$ cat src/hw/rtl/plte_pkg.sv
// ----------------------------------------------------------------------------
// plte_pkg
// Shared types for the packed list table engine: operation and status codes
// and the command and status groups between the controller and the datapath.
// ----------------------------------------------------------------------------
`timescale 1ns / 1ps

package plte_pkg;

   typedef enum logic [1:0] {
      MODE_FIND   = 2'd0,
      MODE_DELETE = 2'd1,
      MODE_APPEND = 2'd2,
      MODE_CHANGE = 2'd3
   } mode_type;

   typedef enum logic [1:0] {
      ST_OK        = 2'd0,
      ST_NOT_FOUND = 2'd1,
      ST_RANGE     = 2'd2,
      ST_FULL      = 2'd3
   } status_type;

   // Commands from the controller to the datapath.
   typedef struct packed {
      logic       load;       // capture a new request
      logic       scan;       // step the walk pointer and read the entry it names
      logic       shift_wr;   // write the entry read last cycle one place lower
      logic       append;     // write the request value at the end, grow the list
      logic       chg_rd;     // read the entry at the request position
      logic       chg_wr;     // write the request value there, keep the old one
      logic       dec_count;  // shrink the list by one entry
      logic       set_res;    // load the result registers
      logic       set_index;  // result index comes from the entry just compared
      status_type res_code;
      logic       publish;    // move the result to the response channel
   } cmd_type;

   // Status from the datapath to the controller.
   typedef struct packed {
      mode_type mode;
      logic     pos_ok;     // request position is below the live count
      logic     full;       // list is at capacity
      logic     hit;        // entry compared this cycle equals the request value
      logic     walk_done;  // no more entries to read and none in flight
      logic     rsp_free;   // response register can take a new item
   } stat_type;

endpackage

$ cat src/hw/rtl/plte_ctrl.sv
// ----------------------------------------------------------------------------
// plte_ctrl
// Sequencer for the packed list table engine. Decodes each request and steps
// the datapath through the search, shift, append or change sequence.
// ----------------------------------------------------------------------------
`timescale 1ns / 1ps

module plte_ctrl
   import plte_pkg::*;
(
   input  logic     clock,
   input  logic     reset,
   input  logic     req_valid,
   output logic     req_stall,
   input  stat_type stat,
   output cmd_type  cmd
);

   typedef enum logic [6:0] {
      S_IDLE   = 7'b0000001,
      S_DECODE = 7'b0000010,
      S_FIND   = 7'b0000100,
      S_DEL    = 7'b0001000,
      S_CHG_RD = 7'b0010000,
      S_CHG_WR = 7'b0100000,
      S_POST   = 7'b1000000
   } state_type;

   state_type state_ff;
   state_type state_in;

   assign req_stall = (state_ff != S_IDLE);

   always_comb begin
      state_in = state_ff;
      cmd      = '0;
      cmd.res_code = ST_OK;
      case (state_ff)
         S_IDLE: begin
            if (req_valid) begin
               cmd.load = 1'b1;
               state_in = S_DECODE;
            end
         end
         S_DECODE: begin
            case (stat.mode)
               MODE_FIND: begin
                  state_in = S_FIND;
               end
               MODE_DELETE: begin
                  if (stat.pos_ok) begin
                     state_in = S_DEL;
                  end else begin
                     cmd.set_res  = 1'b1;
                     cmd.res_code = ST_RANGE;
                     state_in     = S_POST;
                  end
               end
               MODE_APPEND: begin
                  cmd.set_res = 1'b1;
                  if (stat.full) begin
                     cmd.res_code = ST_FULL;
                  end else begin
                     cmd.append = 1'b1;
                  end
                  state_in = S_POST;
               end
               MODE_CHANGE: begin
                  if (stat.pos_ok) begin
                     state_in = S_CHG_RD;
                  end else begin
                     cmd.set_res  = 1'b1;
                     cmd.res_code = ST_RANGE;
                     state_in     = S_POST;
                  end
               end
               default: begin
                  state_in = S_IDLE;
               end
            endcase
         end
         S_FIND: begin
            if (stat.hit) begin
               cmd.set_res   = 1'b1;
               cmd.set_index = 1'b1;
               state_in      = S_POST;
            end else if (stat.walk_done) begin
               cmd.set_res  = 1'b1;
               cmd.res_code = ST_NOT_FOUND;
               state_in     = S_POST;
            end else begin
               cmd.scan = 1'b1;
            end
         end
         S_DEL: begin
            if (stat.walk_done) begin
               cmd.dec_count = 1'b1;
               cmd.set_res   = 1'b1;
               state_in      = S_POST;
            end else begin
               cmd.scan     = 1'b1;
               cmd.shift_wr = 1'b1;
            end
         end
         S_CHG_RD: begin
            cmd.chg_rd = 1'b1;
            state_in   = S_CHG_WR;
         end
         S_CHG_WR: begin
            cmd.chg_wr  = 1'b1;
            cmd.set_res = 1'b1;
            state_in    = S_POST;
         end
         S_POST: begin
            if (stat.rsp_free) begin
               cmd.publish = 1'b1;
               state_in    = S_IDLE;
            end
         end
         default: begin
            state_in = S_IDLE;
         end
      endcase
   end

   always_ff @(posedge clock) begin
      if (reset) begin
         state_ff <= S_IDLE;
      end else begin
         state_ff <= state_in;
      end
   end

endmodule

$ cat config.mk
export PLATFORM = sky130hd
export DESIGN_NAME = plte_ctrl
export DESIGN_NICKNAME = d
export VERILOG_FILES = /design/src/hw/rtl/plte_pkg.sv /design/src/hw/rtl/plte_ctrl.sv
export SDC_FILE = /design/constraint.sdc
export NUM_CORES = 1
export LEC_CHECK = 0
export BUFFER_PORTS_ARGS = -buffer_cell sky130_fd_sc_hd__buf_2
export CORE_MARGIN = 4
export CORE_UTILIZATION = 25
export DETAILED_ROUTE_END_ITERATION = 16
export SYNTH_ARGS = -nofsm -noshare
export SYNTH_HDL_FRONTEND = slang
export SYNTH_SLANG_ARGS = --single-unit
$ cat constraint.sdc
create_clock -name clock -period 4.5 [get_ports clock]
set_input_delay 0.675 -clock clock [delete_from_list [all_inputs] [get_ports clock]]
set_output_delay 0.675 -clock clock [all_outputs]
set_load 0.01 [all_outputs]
==> results of run 1 <==
-- per-stage QoR --
step	setup WS [ns]	std cells
CTS	1.83	123
finish	1.85	123
global route	1.74	123
floorplan	2.22	72
global placement	2.16	119
detailed placement	2.12	119
-- cells by family (layout without fill, tap and decap cells) --
group	Yosys count	count (layout)	share of synthesized area
AND/OR/NAND/NOR	48	48	0.556
buffers and inverters	6	30	0.0555
AO/OA/AOI/OAI	9	9	0.0972
flip-flops	7	7	0.259
XOR/XNOR	2	2	0.0324
-- Yosys cell counts, drive strengths merged --
cell type  n
nor2b      7
nand2      8
xnor2      2
a31oi      1
nand3b     3
o2bb2ai    1
nand2b     4
clkbuf     1
o31ai      1
o21ai      1
a21oi      5
nor2       5
and2       2
inv        4
and3       1
nand3      1
nor4       5
or3        3
or4        2
nor4b      2
nor3       5
dfxtp      7
buf        1
-- area by class of cell --
class                      instances  area, um2
timing repair buffer              22        110
clock buffer                       4       26.3
fill                             225       1310
sequential                         7        140
multi-input combinational         59        370
tap                               27       33.8
inverter                           4       15.0
-- final timing paths --
path	end	slack [ns]	cells past startpoint
max	cmd[8]	1.85	5
min reg2reg	state_ff[5]	0.66	2
min	state_ff[5]	0.66	2
max reg2reg	state_ff[3]	2.69	4
-- power groups by stage --
stage / logic [mW] / clock network, mW / registers, mW
after detailed placement: 0.0375 / 0 / 0.0703
after global routing: 0.0411 / 0.0643 / 0.0698
after CTS: 0.0375 / 0.0606 / 0.0692
after global placement: 0.0362 / 0 / 0.0705
final: 0.0370 / 0.0581 / 0.0692
after floorplan: 0.0244 / 0 / 0.0694
-- worst max-delay path: stages (launching register included) --
cell and delay, ns:
dfxtp_1 0.39, or4_4 0.55, nor4b_4 0.34, nand2_1 0.13
nor3_1 0.14, buf_2 0.16
-- layer usage --
layer,GRT usage,part of all wire,vias to the layer above
met4,0.0373,0.010,0
li1,-,-,301
met1,0.123,0.46,279
met3,0.0409,0.078,2
met5,0,0,-
met2,0.143,0.45,20
==> impl_metrics.toml, run 1 <==
[worst_setup_path]
startpoint = "state_ff[4]"
worstPathMaxFanout = 9
worstPathArrival_ns = 1.97
r2r_start = "state_ff[0]"
worstPathRequired_ns = 3.83
crit_path_start_kind = "flip-flop"
end_kind = "output port"
critical_path_class = "reg -> out"

[final_layout]
layout-drive-gt1-share = 0.302
area_growth_syn_to_layout_pct = 28.7
num-nets-final = 107
final_cell_mix = "buf_2, nand2_1, nor2b_1, dfxtp_1"
top_register = "state_ff"
antenna_cells = 0
reg_top3 = "state_ff: 7 flops"
final_common_cell = "buf_2"
fin_util = 0.348
fin_area_um2 = 696
largest_reg_flops = 7

[clocking]
cts_hold_buf = 0
cts_resized = 0
max-clock-path-buffers = 2
cts-buffers-inserted = 3
cts_tree = "done"
htree_levels = 1
post-cts-setup-buffer-count = 0
cts.sinks = 7
cts-root-buf = "clkbuf_4"
clk_latency_ns = 0.25
clk_pin_slew_ns = 0.05

[route]
vias = 602
drtPass1Iterations = 4
viasPerCell = 4.89
antenna_left = 0
routedWlPerCell_um = 11.0
finalWirelength_um = 1350
drc = 0
drt_iter0_drc = 14

[sta]
worst_slew_pin_slew_ns = 0.546
slew_violations = 0
skew_ns = 0.00173
grt_setup_unrepaired = "false"
post-route-period-util = 0.588
tns_ns = 0
whs_ns = 0.661
fin_crit_ns = 2.65
fmax_ghz = 0.378
final-hold-violation-count = 0
finalSetupViolCount = 0
slew_headroom = 0.632

[logic_synthesis]
netlist_instances = 72
syn_area_um2 = 541
yosysSeqAreaShare = 0.259
synth_nets = 82
syn_area_per_cell_um2 = 7.51
synth_top_area_share = 0.259
ys_warn_count = 0
synthDistinctLibCells = 24
yosysTopAreaCell = "dfxtp_1"
synth_area_leaders = "dfxtp_1, nor2b_1, nor4_1, nand2_1, a21oi_1"
synth-seq-cells = 7

[power_and_ir_drop]
pwr-share-seq = 0.421
p_leak_nw = 0.316
intPower_uw = 116
switchingPower_uw = 47.8
switching_share = 0.291
irDropWorstVdd_uv = 127
combPwrFrac = 0.225
total_power_uw = 164
p_per_area_mw_per_mm2 = 236
pwr-share-clk = 0.354

[placed_design]
gp_congestion = 0.748
post-dp-hpwl_um = 1130
dpl_cell_area_um2 = 669
portBuffers = 22

[grt]
grt_start_max_net_pins = 10
grt_usage = 0.0969
grt_pass1_wl_um = 2030
antenna_found_initial = 0
grt_pass1_vias = 484
overflow = 0

[hold_path]
hp-start = "reset"
hp-class = "in -> reg"

[die]
start_util = 0.270
die-area_mm2 = 0.00297
rows = 16
coreArea_mm2 = 0.00200
dieWidth_um = 54.5
ios = 23
fp.dieH_um = 54.5

[run]
max-cap-violations = 0

[status]
run_status = "finished clean"
Power figures use the tool's default switching activity.
==> run 2: changes to the inputs <==
ABC_AREA = 1   (was default)
clock period = 2.7 ns   (was 4.5 ns; I/O delays follow)
==> impl_metrics.toml, run 2 <==
[status]
run_status = "finished clean"

[route]
routedWlPerCell_um = 9.73
drt_iter0_drc = 15
vias = 670
drtPass1Iterations = 3
met2_length_um = 699
finalWirelength_um = 1510
antenna_left = 0
maxUsedRoutingLayer = "met4"
met1_length_um = 701
drc = 0
viasPerCell = 4.32
met3_length_um = 72

[final_layout]
num-nets-final = 138
nFillCells = 255
largest_reg_flops = 7
top_register = "state_ff"
area_growth_syn_to_layout_pct = 29.5
fin_util = 0.340
final_cells = 155
reg_top3 = "state_ff: 7 flops"
layout-drive-gt1-share = 0.346
final_cell_mix = "nand2_1, buf_2, inv_1, nor2_1, nand3_1"
fin_area_um2 = 752
antenna_cells = 0

[logic_synthesis]
yosysTopAreaCell = "dfxtp_1"
synth.mux.area_fraction = 0
synth-simple-area-share = 0.534
synth_fa_ha_area_frac = 0
yosysSeqAreaShare = 0.241
ys_warn_count = 0
yosys-top-cells-count = "nand2_1, inv_1, nor2_1, nand3_1"
postSynth.topFlopCell = "dfxtp_1"
synth-seq-cells = 7
synth-edff-count = 0
syn_area_um2 = 581
synthDistinctLibCells = 18
ys_async_sr_fraction = 0
syn_area_per_cell_um2 = 5.75
synth_top_family_by_area = "simple AND/OR/NAND/NOR gates"
netlist_instances = 101
synth_top_area_share = 0.241
synth_nets = 111
yosysMostFrequentCell = "nand2_1"
synth_area_leaders = "dfxtp_1, nand2_1, inv_1, nand3_1, nor2_1"
synth-compound-area-share = 0.0625
synth_xor_area_frac = 0

[sta]
slew_violations = 0
worst_slew_pin_slew_ns = 0.310
finalSetupViolCount = 0
setup_ws_ns = 0.850
fin_crit_ns = 1.85
final-hold-violation-count = 0
fmax_ghz = 0.541
tns_ns = 0
skew_ns = 0.00888
slew_headroom = 0.791
grt_setup_unrepaired = "false"
post-route-period-util = 0.685

[grt]
grt_start_max_net_pins = 6
grt_pass1_vias = 625
grt_pass1_wl_um = 2440
antenna_found_initial = 0
overflow = 0
grt_usage = 0.0977

[worst_setup_path]
worstPathArrival_ns = 1.45
r2r_start = "state_ff[5]"
cpMaxStageDelayCell = "dfxtp_1"
worstPathRequired_ns = 2.30
cp_top_family = "flip-flops"
critical_path_class = "reg -> out"
ff2ff_setup_slack_ns = 1.49
path_buf_inv = 3
end_kind = "output port"
worstPathMaxFanout = 5
cp_cell_sequence = "inv_2 -> nand3_1 -> nor2_2 -> o21ai_0 -> nand2_1 -> nor2_1 -> inv_1 -> buf_2"
crit_path_start_kind = "flip-flop"
startpoint = "state_ff[6]"
slowest_delay_ns = 0.46

[hold_path]
hp-start = "reset"
hp-class = "in -> reg"

[placed_design]
gp_congestion = 0.761
numPlacedInstances = 151
post-dp-hpwl_um = 1270
dpl_cell_area_um2 = 726
place_worst_setup_slack_ns = 1.08
portBuffers = 22

[die]
coreArea_mm2 = 0.00221
rows = 17
start_util = 0.262
fp.dieH_um = 56.2
ios = 23
dieWidth_um = 56.2
die-area_mm2 = 0.00316

[clocking]
clk_latency_ns = 0.26
max-clock-path-buffers = 2
cts_tree = "done"
htree_levels = 1
cts_hold_buf = 0
cts.sinks = 7
post-cts-setup-buffer-count = 0
cts-buffers-inserted = 3
clk_pin_slew_ns = 0.06
cts_resized = 0
cts-root-buf = "clkbuf_4"

[power_and_ir_drop]
p_leak_nw = 0.446
irDropWorstVdd_uv = 195
p_per_area_mw_per_mm2 = 367

[run]
max-cap-violations = 0
==> run 2: area by class of cell <==
cell class	instances	area, um2	area share
flip-flops and latches	7	140	0.186
clock buffers	4	26.3	0.0349
inverters	25	93.8	0.125
well taps	28	35.0	0.0466
multi-input cells	69	347	0.461
repair buffers	22	110	0.146
==> run 2: worst paths after layout <==
check                end  cells after the start
max               cmd[4]                      8
min          state_ff[6]                      2
max reg2reg  state_ff[4]                      9
min reg2reg  state_ff[5]                      2
==> run 2: power by group <==
group          internal, mW  switching [mW]  total (mW)
Clock                0.0567          0.0435       0.100
Sequential            0.107         0.00319       0.110
Combinational        0.0237          0.0422      0.0659
==> run 2: cell families after synthesis <==
family / count (synthesis)
simple gates: 63
compound gates: 6
flops: 7
buf+inv: 25
==> run 2: per-layer routing <==
layer | vias to the layer above | GRT usage
li1 | 361 | -
met1 | 286 | 0.113
met2 | 19 | 0.160
met3 | 4 | 0.0232
met4 | 0 | 0.0610
met5 | - | 0
==> run 2: per-stage QoR <==
step	total power, mW	hold slack [ns]
finish	0.276	0.358
global route	0.290	0.354
CTS	0.280	0.346
detailed placement	0.178	0.539
global placement	0.176	0.538
floorplan	0.156	0.474
